===== src/hdl/assert_macros.svh =====
// ----------------------------------------------------------------------------
// Assertion macros
// Shared concurrent assertion forms for the WAVE stream parser.
// ----------------------------------------------------------------------------
`ifndef ASSERT_MACROS_SVH
`define ASSERT_MACROS_SVH
`ifndef ASSERT_OFF
// A property that must hold at every clock edge outside reset.
`define ASSERT_PROP(lbl, clk, rst, prop) \
  lbl: assert property (@(posedge clk) disable iff (rst) prop) \
    else $error("assertion failed");
// A condition that must be followed by another in the next cycle.
`define ASSERT_NEXT(lbl, clk, rst, ante, cons) \
  lbl: assert property (@(posedge clk) disable iff (rst) (ante) |=> (cons)) \
    else $error("assertion failed");
`else
`define ASSERT_PROP(lbl, clk, rst, prop)
`define ASSERT_NEXT(lbl, clk, rst, ante, cons)
`endif
`endif


===== src/hdl/wsp_pkg.sv =====
// ----------------------------------------------------------------------------
// wsp_pkg
// Types and constants shared by the WAVE stream parser modules.
// ----------------------------------------------------------------------------
package wsp_pkg;

  localparam int POS_W = 33;

  localparam logic [31:0] TAG_RIFF = 32'h4646_4952;
  localparam logic [31:0] TAG_WAVE = 32'h4556_4157;
  localparam logic [31:0] TAG_FMT  = 32'h2074_6D66;
  localparam logic [31:0] TAG_DATA = 32'h6174_6164;

  localparam logic [15:0] ENC_PCM   = 16'd1;
  localparam logic [15:0] ENC_FLOAT = 16'd3;

  localparam logic [3:0] ST_OK        = 4'd0;
  localparam logic [3:0] ST_TOO_LARGE = 4'd1;
  localparam logic [3:0] ST_MALFORMED = 4'd2;
  localparam logic [3:0] ST_NOT_WAVE  = 4'd3;
  localparam logic [3:0] ST_CHANNELS  = 4'd4;
  localparam logic [3:0] ST_RATE      = 4'd5;
  localparam logic [3:0] ST_ENCODING  = 4'd6;
  localparam logic [3:0] ST_FRAMES    = 4'd7;
  localparam logic [3:0] ST_DECODED   = 4'd8;

  localparam logic [2:0] CFG_MAX_SRC    = 3'd0;
  localparam logic [2:0] CFG_MAX_CH     = 3'd1;
  localparam logic [2:0] CFG_MIN_RATE   = 3'd2;
  localparam logic [2:0] CFG_MAX_RATE   = 3'd3;
  localparam logic [2:0] CFG_MAX_FRAMES = 3'd4;
  localparam logic [2:0] CFG_MAX_DEC    = 3'd5;

  localparam int Q_DEPTH = 4;
  localparam int Q_AW    = 2;

  typedef enum logic [3:0] {
    PH_RIFF, PH_RSIZE, PH_WAVE, PH_ID, PH_SIZE, PH_FMT,
    PH_DATA, PH_SKIP, PH_PAD, PH_DONE, PH_CHECK
  } phase_t;

  typedef enum logic [2:0] {
    CK_LIMITS, CK_RATE, CK_DIV, CK_FRAMES, CK_BUDGET
  } chk_t;

  typedef enum logic [2:0] {
    SK_U8, SK_S16, SK_S24, SK_S32, SK_F32
  } smp_kind_t;

  typedef struct packed {
    logic [31:0] max_src;
    logic [15:0] max_ch;
    logic [31:0] min_rate;
    logic [31:0] max_rate;
    logic [31:0] max_frames;
    logic [34:0] max_dec;
  } cfg_t;

  typedef struct packed {
    logic        is_status;
    smp_kind_t   kind;
    logic [31:0] data;
    logic [3:0]  code;
  } q_entry_t;

endpackage


===== src/hdl/wave_stream_parser_pcm_to_float.sv =====
// ----------------------------------------------------------------------------
// wave_stream_parser_pcm_to_float
// RIFF/WAVE byte stream parser that emits samples as float32 and a status.
// ----------------------------------------------------------------------------
// A file is pushed in one byte per transfer, with end_of_file set on its last
// byte. A byte is accepted whenever push is high and full is low. When the
// header of the first data chunk completes, the parser stops taking bytes
// while it checks the format: a limits step, a byte-rate multiply, a 32-step
// serial division of the chunk size by the block alignment, a frame count step
// with the sample count multiply and a decoded-budget compare. After the last
// byte of each file the input pauses while the status transfer is queued and
// the parse state is cleared; the pause is longer while a format check is
// still running or the queue is full. Samples reach the output ports through
// a four-entry queue and a two-stage float conversion: the stage one register
// and the output register. The output side may stall without losing anything:
// once the queue fills, the input is held off. Each file ends in exactly one
// status transfer, after any samples, carrying the first error found (or zero
// with the frame count). The limit registers should only be written while the
// block is idle.

`include "assert_macros.svh"

module wave_stream_parser_pcm_to_float (
  input  logic        clk,
  input  logic        rst,
  input  logic        push,
  output logic        full,
  input  logic [7:0]  file_byte,
  input  logic        end_of_file,
  output logic        empty,
  input  logic        pop,
  output logic        is_status,
  output logic [31:0] sample_bits,
  output logic [3:0]  status_code,
  output logic [31:0] frame_total,
  output logic        final_item,
  input  logic        cfg_wr_en,
  input  logic [2:0]  cfg_index,
  input  logic [34:0] cfg_data
);

  wsp_pkg::cfg_t     cfg;
  wsp_pkg::q_entry_t q_wdata, q_rdata;
  logic              q_push, q_full, q_pop, q_empty;
  logic              status_failed;

  // Limit registers; writes to unused indexes are dropped.
  always_ff @(posedge clk) begin
    if (rst) begin
      cfg.max_src    <= 32'd16777216;
      cfg.max_ch     <= 16'd2;
      cfg.min_rate   <= 32'd8000;
      cfg.max_rate   <= 32'd192000;
      cfg.max_frames <= 32'd4194304;
      cfg.max_dec    <= 35'd33554432;
    end else if (cfg_wr_en) begin
      case (cfg_index)
        wsp_pkg::CFG_MAX_SRC:    cfg.max_src    <= cfg_data[31:0];
        wsp_pkg::CFG_MAX_CH:     cfg.max_ch     <= cfg_data[15:0];
        wsp_pkg::CFG_MIN_RATE:   cfg.min_rate   <= cfg_data[31:0];
        wsp_pkg::CFG_MAX_RATE:   cfg.max_rate   <= cfg_data[31:0];
        wsp_pkg::CFG_MAX_FRAMES: cfg.max_frames <= cfg_data[31:0];
        wsp_pkg::CFG_MAX_DEC:    cfg.max_dec    <= cfg_data;
        default: begin
        end
      endcase
    end
  end

  // The front end parses bytes and queues raw samples and the final status.
  wsp_front u_front (
    .clk         (clk),
    .rst         (rst),
    .cfg         (cfg),
    .push        (push),
    .full        (full),
    .file_byte   (file_byte),
    .end_of_file (end_of_file),
    .q_full      (q_full),
    .q_push      (q_push),
    .q_data      (q_wdata)
  );

  wsp_queue u_queue (
    .clk     (clk),
    .rst     (rst),
    .wr      (q_push),
    .wr_data (q_wdata),
    .full    (q_full),
    .rd      (q_pop),
    .rd_data (q_rdata),
    .empty   (q_empty)
  );

  // The back end converts samples to float32 and holds the output transfer.
  wsp_back u_back (
    .clk         (clk),
    .rst         (rst),
    .q_empty     (q_empty),
    .q_pop       (q_pop),
    .q_data      (q_rdata),
    .empty       (empty),
    .pop         (pop),
    .is_status   (is_status),
    .sample_bits (sample_bits),
    .status_code (status_code),
    .frame_total (frame_total),
    .final_item  (final_item)
  );

  assign status_failed = !empty && is_status && (status_code != wsp_pkg::ST_OK);

  // The front end must never write into a full queue.
  `ASSERT_PROP(a_no_overflow, clk, rst, q_push |-> !q_full)
  // After the last byte of a file the input pauses while the status is queued.
  `ASSERT_NEXT(a_eof_pause, clk, rst, push && !full && end_of_file, full)
  // A failed file never reports a frame count.
  `ASSERT_PROP(a_err_no_frames, clk, rst, status_failed |-> (frame_total == 32'd0))

endmodule


===== src/hdl/wsp_queue.sv =====
// ----------------------------------------------------------------------------
// wsp_queue
// Short FIFO between the parsing front end and the sample converter.
// ----------------------------------------------------------------------------
module wsp_queue (
  input  logic              clk,
  input  logic              rst,
  input  logic              wr,
  input  wsp_pkg::q_entry_t wr_data,
  output logic              full,
  input  logic              rd,
  output wsp_pkg::q_entry_t rd_data,
  output logic              empty
);

  wsp_pkg::q_entry_t             mem [wsp_pkg::Q_DEPTH];
  logic [wsp_pkg::Q_AW-1:0]      wr_ptr;
  logic [wsp_pkg::Q_AW-1:0]      rd_ptr;
  logic [wsp_pkg::Q_AW:0]        count;
  logic                          do_wr;
  logic                          do_rd;

  assign full    = (count == (wsp_pkg::Q_AW+1)'(wsp_pkg::Q_DEPTH));
  assign empty   = (count == '0);
  assign do_wr   = wr && !full;
  assign do_rd   = rd && !empty;
  assign rd_data = mem[rd_ptr];

  always_ff @(posedge clk) begin
    if (do_wr) begin
      mem[wr_ptr] <= wr_data;
    end
  end

  always_ff @(posedge clk) begin
    if (rst) begin
      wr_ptr <= '0;
      rd_ptr <= '0;
      count  <= '0;
    end else begin
      if (do_wr) begin
        wr_ptr <= wr_ptr + 1'b1;
      end
      if (do_rd) begin
        rd_ptr <= rd_ptr + 1'b1;
      end
      if (do_wr && !do_rd) begin
        count <= count + 1'b1;
      end else if (do_rd && !do_wr) begin
        count <= count - 1'b1;
      end
    end
  end

endmodule


===== src/hdl/wsp_front.sv =====
// ----------------------------------------------------------------------------
// wsp_front
// Byte parser: tags, chunk walk, format capture and checks, sample gather.
// ----------------------------------------------------------------------------
module wsp_front (
  input  logic              clk,
  input  logic              rst,
  input  wsp_pkg::cfg_t     cfg,
  input  logic              push,
  output logic              full,
  input  logic [7:0]        file_byte,
  input  logic              end_of_file,
  input  logic              q_full,
  output logic              q_push,
  output wsp_pkg::q_entry_t q_data
);

  wsp_pkg::phase_t phase, phase_next;
  wsp_pkg::chk_t   chk, chk_next;

  logic [wsp_pkg::POS_W-1:0] pos, pos_next, newpos;
  logic [31:0]  rem, rem_next, rem_dec;
  logic [31:0]  tag, tag_next, hdr_word;
  logic [31:0]  riff, riff_next;
  logic [127:0] raw, raw_next;
  logic [1:0]   seen, seen_next;
  logic [31:0]  gather, gather_next, gather_new;
  logic [1:0]   sbi, sbi_next;
  logic [3:0]   err, err_next;
  logic [31:0]  frames, frames_next;
  logic [31:0]  chunk_id, chunk_id_next;
  logic         pad, pad_next;
  logic [4:0]   fmt_cnt, fmt_cnt_next;
  logic         eof_pend, eof_pend_next;
  logic [17:0]  align_r, align_next;
  logic [31:0]  div_q, div_q_next;
  logic [17:0]  div_r, div_r_next;
  logic [4:0]   div_cnt, div_cnt_next;
  logic [47:0]  samp_r, samp_next;

  logic [15:0]  f_enc, f_ch, f_align, f_bits;
  logic [31:0]  f_rate, f_brate;
  logic [2:0]   bps;
  logic [1:0]   last_idx;
  logic         enc_ok;
  logic         acc, too_big, hdr_done, smp_done, status_go;
  logic [31:0]  prod_lo;
  logic [18:0]  trial;
  logic         trial_ge;
  logic [3:0]   fin_code;
  wsp_pkg::smp_kind_t kind;

  assign f_enc   = raw[15:0];
  assign f_ch    = raw[31:16];
  assign f_rate  = raw[63:32];
  assign f_brate = raw[95:64];
  assign f_align = raw[111:96];
  assign f_bits  = raw[127:112];

  assign bps      = f_bits[5:3];
  assign last_idx = bps[1:0] - 2'd1;
  assign enc_ok   = ((f_enc == wsp_pkg::ENC_PCM) &&
                     (f_bits == 16'd8 || f_bits == 16'd16 ||
                      f_bits == 16'd24 || f_bits == 16'd32)) ||
                    ((f_enc == wsp_pkg::ENC_FLOAT) && (f_bits == 16'd32));

  always_comb begin
    if (f_enc == wsp_pkg::ENC_FLOAT) begin
      kind = wsp_pkg::SK_F32;
    end else begin
      case (f_bits)
        16'd8:   kind = wsp_pkg::SK_U8;
        16'd16:  kind = wsp_pkg::SK_S16;
        16'd24:  kind = wsp_pkg::SK_S24;
        default: kind = wsp_pkg::SK_S32;
      endcase
    end
  end

  assign full      = q_full || eof_pend || (phase == wsp_pkg::PH_CHECK);
  assign acc       = push && !full;
  assign newpos    = (pos == '1) ? pos : pos + 1'b1;
  assign too_big   = 64'(newpos) > 64'(cfg.max_src);
  assign hdr_word  = {file_byte, tag[31:8]};
  assign hdr_done  = (sbi == 2'd3);
  assign rem_dec   = (rem == '0) ? '0 : rem - 32'd1;
  assign gather_new = gather | ({24'd0, file_byte} << {sbi, 3'b000});
  assign smp_done  = (sbi >= last_idx);
  assign prod_lo   = 32'(f_rate * {14'd0, align_r});
  assign trial     = {div_r, div_q[31]};
  assign trial_ge  = trial >= {1'b0, align_r};
  assign status_go = eof_pend && (phase != wsp_pkg::PH_CHECK) && !q_full;

  // Next state of the parser and the header check sequencer.
  always_comb begin
    phase_next    = phase;
    chk_next      = chk;
    pos_next      = pos;
    rem_next      = rem;
    tag_next      = tag;
    riff_next     = riff;
    raw_next      = raw;
    seen_next     = seen;
    gather_next   = gather;
    sbi_next      = sbi;
    err_next      = err;
    frames_next   = frames;
    chunk_id_next = chunk_id;
    pad_next      = pad;
    fmt_cnt_next  = fmt_cnt;
    eof_pend_next = eof_pend;
    align_next    = align_r;
    div_q_next    = div_q;
    div_r_next    = div_r;
    div_cnt_next  = div_cnt;
    samp_next     = samp_r;
    if (acc) begin
      pos_next = newpos;
      if (end_of_file) begin
        eof_pend_next = 1'b1;
      end
      if (err == wsp_pkg::ST_OK && too_big) begin
        err_next   = wsp_pkg::ST_TOO_LARGE;
        phase_next = wsp_pkg::PH_DONE;
      end else if (err == wsp_pkg::ST_OK) begin
        unique case (phase)
          wsp_pkg::PH_RIFF: begin
            tag_next = hdr_word;
            sbi_next = sbi + 2'd1;
            if (hdr_done) begin
              if (hdr_word != wsp_pkg::TAG_RIFF) begin
                err_next   = wsp_pkg::ST_NOT_WAVE;
                phase_next = wsp_pkg::PH_DONE;
              end else begin
                phase_next = wsp_pkg::PH_RSIZE;
              end
            end
          end
          wsp_pkg::PH_RSIZE: begin
            tag_next = hdr_word;
            sbi_next = sbi + 2'd1;
            if (hdr_done) begin
              riff_next  = hdr_word;
              phase_next = wsp_pkg::PH_WAVE;
            end
          end
          wsp_pkg::PH_WAVE: begin
            tag_next = hdr_word;
            sbi_next = sbi + 2'd1;
            if (hdr_done) begin
              if (hdr_word != wsp_pkg::TAG_WAVE) begin
                err_next   = wsp_pkg::ST_NOT_WAVE;
                phase_next = wsp_pkg::PH_DONE;
              end else if (riff < 32'd4) begin
                err_next   = wsp_pkg::ST_MALFORMED;
                phase_next = wsp_pkg::PH_DONE;
              end else begin
                phase_next = wsp_pkg::PH_ID;
              end
            end
          end
          wsp_pkg::PH_ID: begin
            tag_next = hdr_word;
            sbi_next = sbi + 2'd1;
            if (hdr_done) begin
              chunk_id_next = hdr_word;
              phase_next    = wsp_pkg::PH_SIZE;
            end
          end
          wsp_pkg::PH_SIZE: begin
            tag_next = hdr_word;
            sbi_next = sbi + 2'd1;
            if (hdr_done) begin
              pad_next = hdr_word[0];
              if (chunk_id == wsp_pkg::TAG_FMT && !seen[0]) begin
                if (hdr_word < 32'd16) begin
                  err_next   = wsp_pkg::ST_MALFORMED;
                  phase_next = wsp_pkg::PH_DONE;
                end else begin
                  seen_next[0] = 1'b1;
                  fmt_cnt_next = '0;
                  rem_next     = hdr_word;
                  phase_next   = wsp_pkg::PH_FMT;
                end
              end else if (chunk_id == wsp_pkg::TAG_DATA && !seen[1]) begin
                seen_next[1] = 1'b1;
                if (!seen[0] || hdr_word == '0) begin
                  err_next   = wsp_pkg::ST_MALFORMED;
                  phase_next = wsp_pkg::PH_DONE;
                end else begin
                  rem_next   = hdr_word;
                  chk_next   = wsp_pkg::CK_LIMITS;
                  phase_next = wsp_pkg::PH_CHECK;
                end
              end else begin
                rem_next   = hdr_word;
                phase_next = (hdr_word == '0) ? wsp_pkg::PH_ID : wsp_pkg::PH_SKIP;
              end
            end
          end
          wsp_pkg::PH_FMT: begin
            if (!fmt_cnt[4]) begin
              raw_next     = {file_byte, raw[127:8]};
              fmt_cnt_next = fmt_cnt + 5'd1;
            end
            rem_next = rem_dec;
            if (rem_dec == '0) begin
              phase_next = pad ? wsp_pkg::PH_PAD : wsp_pkg::PH_ID;
            end
          end
          wsp_pkg::PH_DATA: begin
            if (smp_done) begin
              gather_next = '0;
              sbi_next    = '0;
            end else begin
              gather_next = gather_new;
              sbi_next    = sbi + 2'd1;
            end
            rem_next = rem_dec;
            if (rem_dec == '0) begin
              phase_next = pad ? wsp_pkg::PH_PAD : wsp_pkg::PH_ID;
            end
          end
          wsp_pkg::PH_SKIP: begin
            rem_next = rem_dec;
            if (rem_dec == '0) begin
              phase_next = pad ? wsp_pkg::PH_PAD : wsp_pkg::PH_ID;
            end
          end
          wsp_pkg::PH_PAD: begin
            phase_next = wsp_pkg::PH_ID;
          end
          default: begin
          end
        endcase
      end
    end else if (phase == wsp_pkg::PH_CHECK) begin
      unique case (chk)
        wsp_pkg::CK_LIMITS: begin
          if (f_ch == '0 || f_ch > cfg.max_ch) begin
            err_next   = wsp_pkg::ST_CHANNELS;
            phase_next = wsp_pkg::PH_DONE;
          end else if (f_rate < cfg.min_rate || f_rate > cfg.max_rate) begin
            err_next   = wsp_pkg::ST_RATE;
            phase_next = wsp_pkg::PH_DONE;
          end else if (!enc_ok) begin
            err_next   = wsp_pkg::ST_ENCODING;
            phase_next = wsp_pkg::PH_DONE;
          end else begin
            align_next = 18'({2'd0, f_ch} * {15'd0, bps});
            chk_next   = wsp_pkg::CK_RATE;
          end
        end
        wsp_pkg::CK_RATE: begin
          if ({2'd0, f_align} != align_r || f_brate != prod_lo) begin
            err_next   = wsp_pkg::ST_MALFORMED;
            phase_next = wsp_pkg::PH_DONE;
          end else begin
            div_q_next   = rem;
            div_r_next   = '0;
            div_cnt_next = '0;
            chk_next     = wsp_pkg::CK_DIV;
          end
        end
        wsp_pkg::CK_DIV: begin
          div_r_next   = trial_ge ? 18'(trial - {1'b0, align_r}) : trial[17:0];
          div_q_next   = {div_q[30:0], trial_ge};
          div_cnt_next = div_cnt + 5'd1;
          if (div_cnt == 5'd31) begin
            chk_next = wsp_pkg::CK_FRAMES;
          end
        end
        wsp_pkg::CK_FRAMES: begin
          if (div_r != '0) begin
            err_next   = wsp_pkg::ST_MALFORMED;
            phase_next = wsp_pkg::PH_DONE;
          end else if (div_q == '0 || div_q > cfg.max_frames) begin
            err_next   = wsp_pkg::ST_FRAMES;
            phase_next = wsp_pkg::PH_DONE;
          end else begin
            samp_next = 48'({16'd0, div_q} * {32'd0, f_ch});
            chk_next  = wsp_pkg::CK_BUDGET;
          end
        end
        wsp_pkg::CK_BUDGET: begin
          if ({samp_r, 2'b00} > {15'd0, cfg.max_dec}) begin
            err_next   = wsp_pkg::ST_DECODED;
            phase_next = wsp_pkg::PH_DONE;
          end else begin
            frames_next = div_q;
            sbi_next    = '0;
            gather_next = '0;
            phase_next  = wsp_pkg::PH_DATA;
          end
        end
        default: begin
        end
      endcase
    end else if (status_go) begin
      pos_next      = '0;
      phase_next    = wsp_pkg::PH_RIFF;
      rem_next      = '0;
      tag_next      = '0;
      riff_next     = '0;
      seen_next     = '0;
      gather_next   = '0;
      sbi_next      = '0;
      err_next      = wsp_pkg::ST_OK;
      frames_next   = '0;
      chunk_id_next = '0;
      pad_next      = 1'b0;
      fmt_cnt_next  = '0;
      eof_pend_next = 1'b0;
    end
  end

  // Final status of a file, taken from the state the last byte left.
  always_comb begin
    if (err != wsp_pkg::ST_OK) begin
      fin_code = err;
    end else if (phase == wsp_pkg::PH_RIFF || phase == wsp_pkg::PH_RSIZE ||
                 phase == wsp_pkg::PH_WAVE) begin
      fin_code = wsp_pkg::ST_MALFORMED;
    end else if ((64'(riff) + 64'd8) > 64'(pos)) begin
      fin_code = wsp_pkg::ST_MALFORMED;
    end else if (phase == wsp_pkg::PH_FMT || phase == wsp_pkg::PH_DATA ||
                 phase == wsp_pkg::PH_SKIP || phase == wsp_pkg::PH_PAD) begin
      fin_code = wsp_pkg::ST_MALFORMED;
    end else if (!seen[1]) begin
      fin_code = wsp_pkg::ST_MALFORMED;
    end else begin
      fin_code = wsp_pkg::ST_OK;
    end
  end

  always_comb begin
    q_push = 1'b0;
    q_data = '{is_status: 1'b0, kind: kind, data: gather_new, code: wsp_pkg::ST_OK};
    if (status_go) begin
      q_push = 1'b1;
      q_data = '{is_status: 1'b1, kind: kind,
                 data: (fin_code == wsp_pkg::ST_OK) ? frames : '0,
                 code: fin_code};
    end else if (acc && err == wsp_pkg::ST_OK && !too_big &&
                 phase == wsp_pkg::PH_DATA && smp_done) begin
      q_push = 1'b1;
    end
  end

  always_ff @(posedge clk) begin
    if (rst) begin
      phase    <= wsp_pkg::PH_RIFF;
      chk      <= wsp_pkg::CK_LIMITS;
      pos      <= '0;
      rem      <= '0;
      tag      <= '0;
      riff     <= '0;
      seen     <= '0;
      gather   <= '0;
      sbi      <= '0;
      err      <= wsp_pkg::ST_OK;
      frames   <= '0;
      chunk_id <= '0;
      pad      <= 1'b0;
      fmt_cnt  <= '0;
      eof_pend <= 1'b0;
    end else begin
      phase    <= phase_next;
      chk      <= chk_next;
      pos      <= pos_next;
      rem      <= rem_next;
      tag      <= tag_next;
      riff     <= riff_next;
      seen     <= seen_next;
      gather   <= gather_next;
      sbi      <= sbi_next;
      err      <= err_next;
      frames   <= frames_next;
      chunk_id <= chunk_id_next;
      pad      <= pad_next;
      fmt_cnt  <= fmt_cnt_next;
      eof_pend <= eof_pend_next;
    end
  end

  always_ff @(posedge clk) begin
    raw     <= raw_next;
    align_r <= align_next;
    div_q   <= div_q_next;
    div_r   <= div_r_next;
    div_cnt <= div_cnt_next;
    samp_r  <= samp_next;
  end

endmodule


===== src/hdl/wsp_back.sv =====
// ----------------------------------------------------------------------------
// wsp_back
// Two-stage converter from raw sample words to float32, with output register.
// ----------------------------------------------------------------------------
module wsp_back (
  input  logic              clk,
  input  logic              rst,
  input  logic              q_empty,
  output logic              q_pop,
  input  wsp_pkg::q_entry_t q_data,
  output logic              empty,
  input  logic              pop,
  output logic              is_status,
  output logic [31:0]       sample_bits,
  output logic [3:0]        status_code,
  output logic [31:0]       frame_total,
  output logic              final_item
);

  logic s1_v, s2_v, s1_load, s2_load;

  // Stage one results.
  logic [31:0] v, mag, fword;
  logic [4:0]  lz;
  logic [4:0]  scale;
  logic        is_int;

  logic        s1_status, s1_sign, s1_int;
  logic [31:0] s1_mag, s1_word;
  logic [4:0]  s1_lz, s1_scale;
  logic [3:0]  s1_code;

  // Stage two results.
  logic [31:0] norm;
  logic        rnd;
  logic [24:0] mant;
  logic [8:0]  exp9;
  logic [31:0] conv;

  assign s2_load = s1_v && (!s2_v || pop);
  assign s1_load = !q_empty && (!s1_v || s2_load);
  assign q_pop   = s1_load;
  assign empty   = !s2_v;

  always_comb begin
    is_int = 1'b1;
    case (q_data.kind)
      wsp_pkg::SK_U8: begin
        v     = {24'd0, q_data.data[7:0]} - 32'd128;
        scale = 5'd7;
      end
      wsp_pkg::SK_S16: begin
        v     = {{16{q_data.data[15]}}, q_data.data[15:0]};
        scale = 5'd15;
      end
      wsp_pkg::SK_S24: begin
        v     = {{8{q_data.data[23]}}, q_data.data[23:0]};
        scale = 5'd23;
      end
      wsp_pkg::SK_S32: begin
        v     = q_data.data;
        scale = 5'd31;
      end
      default: begin
        v      = q_data.data;
        scale  = 5'd31;
        is_int = 1'b0;
      end
    endcase
  end

  assign mag = v[31] ? (~v + 32'd1) : v;

  always_comb begin
    lz = 5'd0;
    for (int i = 0; i < 32; i++) begin
      if (mag[i]) begin
        lz = 5'(31 - i);
      end
    end
  end

  // NaN and infinity become zero; anything larger than one is clamped.
  always_comb begin
    if (q_data.data[30:23] == 8'hFF) begin
      fword = '0;
    end else if (q_data.data[30:0] > 31'h3F80_0000) begin
      fword = {q_data.data[31], 31'h3F80_0000};
    end else begin
      fword = q_data.data;
    end
  end

  assign norm = s1_mag << s1_lz;
  assign rnd  = norm[7] && ((|norm[6:0]) || norm[8]);
  assign mant = {1'b0, norm[31:8]} + {24'd0, rnd};
  assign exp9 = 9'd158 - {4'd0, s1_lz} - {4'd0, s1_scale} + {8'd0, mant[24]};
  assign conv = (s1_mag == '0) ? '0 :
                {s1_sign, exp9[7:0], mant[24] ? 23'd0 : mant[22:0]};

  always_ff @(posedge clk) begin
    if (s1_load) begin
      s1_status <= q_data.is_status;
      s1_sign   <= v[31];
      s1_int    <= is_int && !q_data.is_status;
      s1_mag    <= mag;
      s1_lz     <= lz;
      s1_scale  <= scale;
      s1_word   <= q_data.is_status ? q_data.data : fword;
      s1_code   <= q_data.code;
    end
    if (s2_load) begin
      is_status   <= s1_status;
      final_item  <= s1_status;
      status_code <= s1_status ? s1_code : wsp_pkg::ST_OK;
      frame_total <= s1_status ? s1_word : '0;
      sample_bits <= s1_status ? '0 : (s1_int ? conv : s1_word);
    end
  end

  always_ff @(posedge clk) begin
    if (rst) begin
      s1_v <= 1'b0;
      s2_v <= 1'b0;
    end else begin
      if (s1_load) begin
        s1_v <= 1'b1;
      end else if (s2_load) begin
        s1_v <= 1'b0;
      end
      if (s2_load) begin
        s2_v <= 1'b1;
      end else if (pop) begin
        s2_v <= 1'b0;
      end
    end
  end

endmodule


===== config.mk =====
export PLATFORM = sky130hd
export DESIGN_NAME = wave_stream_parser_pcm_to_float
export DESIGN_NICKNAME = d
export VERILOG_FILES = /design/src/hdl/wsp_pkg.sv /design/src/hdl/wave_stream_parser_pcm_to_float.sv /design/src/hdl/wsp_queue.sv /design/src/hdl/wsp_front.sv /design/src/hdl/wsp_back.sv
export VERILOG_INCLUDE_DIRS = /design/src /design/src/hdl
export SDC_FILE = /design/constraint.sdc
export NUM_CORES = 2
export LEC_CHECK = 0
export BUFFER_PORTS_ARGS = -buffer_cell sky130_fd_sc_hd__buf_2
export CAP_MARGIN = 20
export CORE_MARGIN = 8
export CORE_UTILIZATION = 59
export CTS_CLUSTER_DIAMETER = 40
export DETAILED_ROUTE_END_ITERATION = 8
export PLACE_DENSITY = 0.78
export SLEW_MARGIN = 0
export SYNTH_ARGS = -nofsm -noshare
export SYNTH_HDL_FRONTEND = slang
export SYNTH_SLANG_ARGS = --single-unit
export TNS_END_PERCENT = 20

===== constraint.sdc =====
create_clock -name clk -period 11.19 [get_ports clk]
set_input_delay 1.119 -clock clk [delete_from_list [all_inputs] [get_ports clk]]
set_output_delay 1.119 -clock clk [all_outputs]
set_load 0.005 [all_outputs]

; Yosys cells after proc, flatten, opt, wreduce, memory -nomap -nowiden
; Memories as Yosys holds them, arrays and structs flattened. A register that Yosys moved wholly into a read port is not among the register bits.
; Index checks and enable logic that the tools add are counted.
[word_totals]
regBits = 834
mem_bits_rw = 160
inputBits = 52
output_inout_bits = 72
n_memories = 1
[classes]
add_sub_neg = 18
n_mul = 3
order_cmp = 12
n_eq_ne = 94
n_shift = 2
muxes = 216
bitwise = 9
n_reduce_logical = 109
[memory_table]
columns = name, words, word_bits, read_ports, rd_ports_with_merged_regs, write_ports, line_no
row1 = u_queue.mem, 4, 40, 1, 1, 1, wsp_queue.sv:16  ; wsp_pkg::q_entry_t mem [wsp_pkg::Q_DEPTH];
[op_table]
columns = op, n
row1 = $mux 32, 42
row2 = $mux 4, 58
row3 = $logic_not 32->1, 5
row4 = $mux 33, 4
row5 = $mux 5, 26
row6 = $pmux 32 s2, 2
row7 = $pmux 32 s3, 1
row8 = $mux 3, 24
row9 = $gt 32x32->1, 2
row10 = $gt 64x33->1, 1
row11 = $ne 32x31->1 const B, 2
row12 = $gt 50x35->1, 1
row13 = $mul 32x16->48, 1
row14 = $mux 2, 20
row15 = $mux 40, 1
row16 = $mux 18, 2
row17 = $ne 4x4->1 const B, 9
row18 = $pmux 18 s2, 1
row19 = $reduce_and 6->1, 6
row20 = $ne 2x2->1 const B, 17
row21 = $add 32x4->33 const B, 1
row22 = $add 33x1->33 const B, 1
row23 = $eq 33x33->1 const B, 1
row24 = $gt 33x32->1, 1
row25 = other kinds (93), 234

; Logic depth before layout (Yosys ltp)
[logic_depth]
word_depth = 36
mapped_depth = 30
depth_no_buf = 27

; Modules after synthesis
; A second synthesis with hierarchy kept.
[hier_totals]
hier_cells = 8390
area_unflattened_um2 = 80448.4
[by_module_without_submodules]
columns = mod, instances, cells_per_inst, area_each_um2, seq_area_each_um2
row1 = wsp_front, 1, 6540, 57182.3, 12261.8
row2 = wsp_back, 1, 947, 9923.3, 4454.3
row3 = wave_stream_parser_pcm_to_float, 1, 646, 7055.5, 3583.4
row4 = wsp_queue, 1, 257, 6287.3, 4984.8

; Least setup slack after synthesis
; No wires, ideal clock.
[synth_timing]
path_kind = register -> register
from = reg u_front.pos[16] in the netlist's numbering
to = reg u_front.raw[0] (enable)
setup_ps = 617
t_arrival_ps = 10074
t_required_ps = 10573
path_slack_ps = 498
stages_incl_launch_ff = 22
n_path_buf = 3
period_less_slack_ps = 10692
path_cell_list = dfxtp_1 -> buf_2 -> and4_1 -> and3_1 -> nand3_1 -> nor4_1 -> and3_1 -> clkbuf_1 -> a21oi_1 -> nand2_1 -> nor4_1 -> nor4b_1 -> xnor2_1 -> ha_1 -> a2111oi_0 -> nand2_1 -> a2111oi_0 -> o21ai_0 -> o31a_1 -> or3_1 -> clkbuf_1 -> nor2_1
[synth_between]
elab_chain_cells = 6
[synth_rtl]
columns = element, line_no
row1 = start: declaration, wsp_front.sv:21  ; logic [wsp_pkg::POS_W-1:0] pos, pos_next, newpos;
row2 = start signal: assignment, wsp_front.sv:370  ; pos <= pos_next;
row3 = $add 33x1->33 / $eq 33x33->1 (equally long branches), wsp_front.sv:82  ; assign newpos = (pos == '1) ? pos : pos + 1'b1;
row4 = $mux 33 *, wsp_front.sv:82
row5 = $gt 33x32->1 *, wsp_front.sv:83  ; assign too_big = 64'(newpos) > 64'(cfg.max_src);
row6 = $logic_and 1x1->1 *, wsp_front.sv:122  ; if (err == wsp_pkg::ST_OK && too_big) begin
row7 = $not 1->1 (no line) *, -
row8 = $reduce_and 5->1 (no line) *, -
row9 = end signal: assignment, wsp_front.sv:387  ; raw <= raw_next;
row10 = end: declaration, wsp_front.sv:25  ; logic [127:0] raw, raw_next;
; Every way passes the cells marked *; elsewhere a longest branch is shown, timed or not.
; A chain may end at the register's enable or synchronous reset.

; Worst setup path after layout
[layout_timing]
from = reg u_front.align_r[7]
to = reg u_front.div_q[27] (enable)
[layout_between]
elab_chain_cells = 5
[layout_rtl]
columns = element, line_no
row1 = start: declaration, wsp_front.sv:35  ; logic [17:0] align_r, align_next;
row2 = start signal: assignment, wsp_front.sv:388  ; align_r <= align_next;
row3 = $mul 32x18->32, wsp_front.sv:89  ; assign prod_lo = 32'(f_rate * {14'd0, align_r});
row4 = $ne 32x32->1, wsp_front.sv:255  ; if ({2'd0, f_align} != align_r || f_brate != prod_lo) begin
row5 = $logic_or 1x1->1 *, wsp_front.sv:255
row6 = $ne 2x2->1 (no line) *, -
row7 = $reduce_and 4->1 (no line) *, -
row8 = end signal: assignment, wsp_front.sv:389  ; div_q <= div_q_next;
row9 = end: declaration, wsp_front.sv:36  ; logic [31:0] div_q, div_q_next;
; Marks and branches as above.

==> out/metrics.yaml <==
floorplanning:
  die_height_um: 382
  die_area_sq_um: 146000
  die_w_um: 382
  num_io_pins: 124
  initial_core_util_pct: 59.3
  rows: 134
  core_sq_um: 133000
critical_path:
  path_class: "reg2reg"
  start_kind: "register"
  worstPathArrival_ps: 10020
  r2r-end: "u_front.div_q[27]"
  r2r_cells: 21
  required_ps: 11580
  cp_max_fo: 37
  crit_path_end_kind: "register"
  r2r_slack_ps: 1550
  worstReg2RegStart: "u_front.align_r[7]"
global_route:
  grt_max_degree: 102
  grt_pass1_wl_um: 353000
  grt-ovfl-total: 0
  grt_antenna_before_repair: 15
  first_global_vias: 62900
  grt_usage_pct: 30.3
placement:
  dp_slack_ps: 1620
  portBuffers: 123
  gp_routability_congestion: 0.933
  hpwl_um: 163000
  dp_cells: 9976
cts:
  cts_resized: 0
  cts.reportedPaths.clkPinSlew_ps: 60
  cts_hold_buffers: 0
  htreeDepth: 4
  post_cts_buffers: 0
  cts_buffers: 153
  worstSkewPairLatency_ps: 780
  cts_sinks: 985
  clockRootBuffer: "clkbuf_16"
  tritoncts: "yes"
  cts_buffer_depth: 3
layout:
  final_common_cell: "nand2_1"
  syn2layout_area_growth_pct: 9.12
  fill_cells: 10500
  instances_no_fill: 10300
  final_cell_mix: "nand2_1, inv_1, fa_1, a21oi_1, edfxtp_1"
  fin_nets: 9650
  drive_gt1_share_pct: 7.80
route:
  routed_wl_um: 224000
  antenna_left: 0
  dr.first_iter.drc_count: 5800
  wl_per_cell_um: 21.8
  vias_per_cell: 6.04
  first_pass_iters: 7
  wl_met3_um: 21200
  routed-via-count: 62100
  drcViolationCount: 0
  dr_wl_met2_um: 104000
  maxUsedRoutingLayer: "met5"
  wirelength_met1_um: 87300
min_path:
  whs_endpoint: "u_front.chunk_id[20]"
  hold_depth: 2
  hold_class: "reg2reg"
  hold_start: "u_front.chunk_id[20]"
synth:
  ys_seq_area_share_pct: 32.0
  synth_compound_area_share_pct: 9.65
  yosys.area_share.simple_pct: 18.5
  syn_area_per_cell_sq_um: 9.35
  synth_mux_area_share_pct: 2.83
  synth-edff-count: 556
  synth_flop_cell: "edfxtp_1"
  synth_top_family_by_area: "adder cells"
  synth_cells: 8461
  ys_types: 105
  yosysWarnings: 0
  syn_area_sq_um: 79100
  ys_seq_elements: 985
  synthAdderAreaFrac_pct: 26.6
  syn-num-nets: 9736
  async_reset_ff_share_pct: 0
  synth_xor_area_share_pct: 3.20
sta:
  slew_headroom_pct: 21.1
  max_freq_mhz: 104
  drv_slew: 0
  finClkSkew_ps: 32.0
  finalHoldViolations: 0
  rsz0062_at_grt: "false"
  final.period_utilization_pct: 86.1
  finalSetupViolCount: 0
  worst_slew_pin_slew_ps: 1180
  worst_slack_ps: 1550
  tns_ps: 0
  period_needed_ps: 9640
pwr:
  combPwrFrac_pct: 43.2
  switching_power_mw: 6.59
  p_seq_share_pct: 28.4
  swShare_pct: 39.5
  irDropWorstVdd_mv: 0.345
  p_int_mw: 10.1
  power_density_nw_per_um2: 193
  power.total_mw: 16.7
  power.leakage_nw: 34.9
  clkPwrFrac_pct: 28.3
run_status:
  outcome: "complete, no violations"
job:
  maxCapViolCount: 0
## state kept, by name, indices dropped and copies added (netlist names), 18 cells and up, named ones only
signal              flops
cfg                   179
u_queue.mem           160
u_front.raw           128
u_front.samp_r         48
u_front.pos            33
u_back.frame_total     32
u_back.s1_mag          32
u_back.s1_word         32
u_back.sample_bits     32
u_front.chunk_id       32
u_front.div_q          32
u_front.frames         32
u_front.gather         32
u_front.rem            32
u_front.riff           32
u_front.tag            24
u_front.align_r        18
u_front.div_r          18
## kinds of logic after synthesis
family / Yosys count
simple gates: 3076
buf+inv: 1488
compound gates: 1264
fa+ha+maj: 1223
flops: 985
xor+xnor: 288
mux: 137
## through the flow
stage	utilization, %	instance area (sq um)	hold slack (ps)
CTS	64.6	86000	449
detailed placement	60.7	80900	439
floorplan	-	79100	424
finish	64.8	86300	450
global placement	60.7	80900	433
global route	64.7	86300	462
## how the worst max path moves through the flow
stage | from | to | cells past startpoint | slack (ps)
2_1_floorplan | u_front.pos[16] | u_front.raw[0] | 21 | 500
3_3_place_gp | u_front.raw[36] | u_front.div_q[3] | 20 | 1770
3_5_place_dp | u_front.align_r[8] | u_front.div_q[3] | 22 | 1620
4_1_cts | u_front.align_r[8] | u_front.div_q[27] | 20 | 1580
5_1_grt | u_front.align_r[5] | u_front.div_q[27] | 20 | 1160
6_report | u_front.align_r[7] | u_front.div_q[27] | 21 | 1550
## Yosys cell counts, types with 16 or more instances
master       n  area share [%]
nor2b_1     61            0.48
dfxtp_1    429              11
nand2_1   1304             6.2
a21oi_1    646             4.1
mux4_2      68             1.9
inv_1     1005             4.8
and2_1     500             4.0
xnor2_1    196             2.2
a21o_1      84            0.80
edfxtp_1   556              21
nand4_1     83            0.66
a31oi_1     28            0.22
or3_1       26            0.21
xor2_1      91             1.0
clkbuf_1   431             2.0
a22oi_1     59            0.56
nor3_1     138            0.87
nor2_1     432             2.1
a211oi_1    37            0.35
nand3b_1    18            0.17
o21bai_1    17            0.16
fa_1       769              19
buf_2       16            0.10
nand3_1    248             1.6
o21ai_0    177             1.1
o21a_1      35            0.33
buf_1       16           0.076
a211o_1     19            0.21
nand2b_1    39            0.31
nor4_1      82            0.65
ha_1       454             7.2
and3_1      43            0.34
or2_2       19            0.15
mux2i_1     57            0.72
## area by class of cell
| class | count | area, sq um | area share [%] |
|---|---|---|---|
| Multi-Input combinational cell | 5988 | 48200 | 55.9 |
| Sequential cell | 985 | 25300 | 29.3 |
| Clock buffer | 171 | 3980 | 4.62 |
| Inverter | 1010 | 3790 | 4.39 |
| Tap cell | 1768 | 2210 | 2.56 |
| Timing Repair Buffer | 237 | 1640 | 1.90 |
| Clock inverter | 112 | 1130 | 1.31 |
| Antenna cell | 6 | 15.0 | 0.0174 |
## metal layers
| layer | global-route usage, % | vias to the layer above |
|---|---|---|
| met5 | 0 | - |
| met2 | 49.2 | 2991 |
| li1 | - | 27900 |
| met1 | 39.4 | 30500 |
| met4 | 13.3 | 10 |
| met3 | 6.14 | 676 |
## power groups by stage
stage | clock network [mW] | logic (mW) | registers [mW]
floorplan | 0 | 5.34 | 4.73
global placement | 0 | 6.98 | 4.79
global route | 4.92 | 8.01 | 4.78
finish | 4.73 | 7.22 | 4.75
CTS | 4.77 | 7.16 | 4.74
detailed placement | 0 | 7.11 | 4.81
## critical path: stages (launching register included)
cell and delay [ps]:
edfxtp_1 1130, nand2_1 170, fa_1 540, fa_1 510, fa_1 540, inv_1 60
fa_1 480, inv_1 60, fa_1 500, fa_1 560, inv_1 50, ha_1 370
and3_1 320, nand2_1 100, a211oi_2 500, o21ai_0 290, a41o_1 280, nor4b_1 440
nand4_1 300, or4b_1 770, a21oi_4 640, buf_4 580
(Power assumes the default switching activity.)
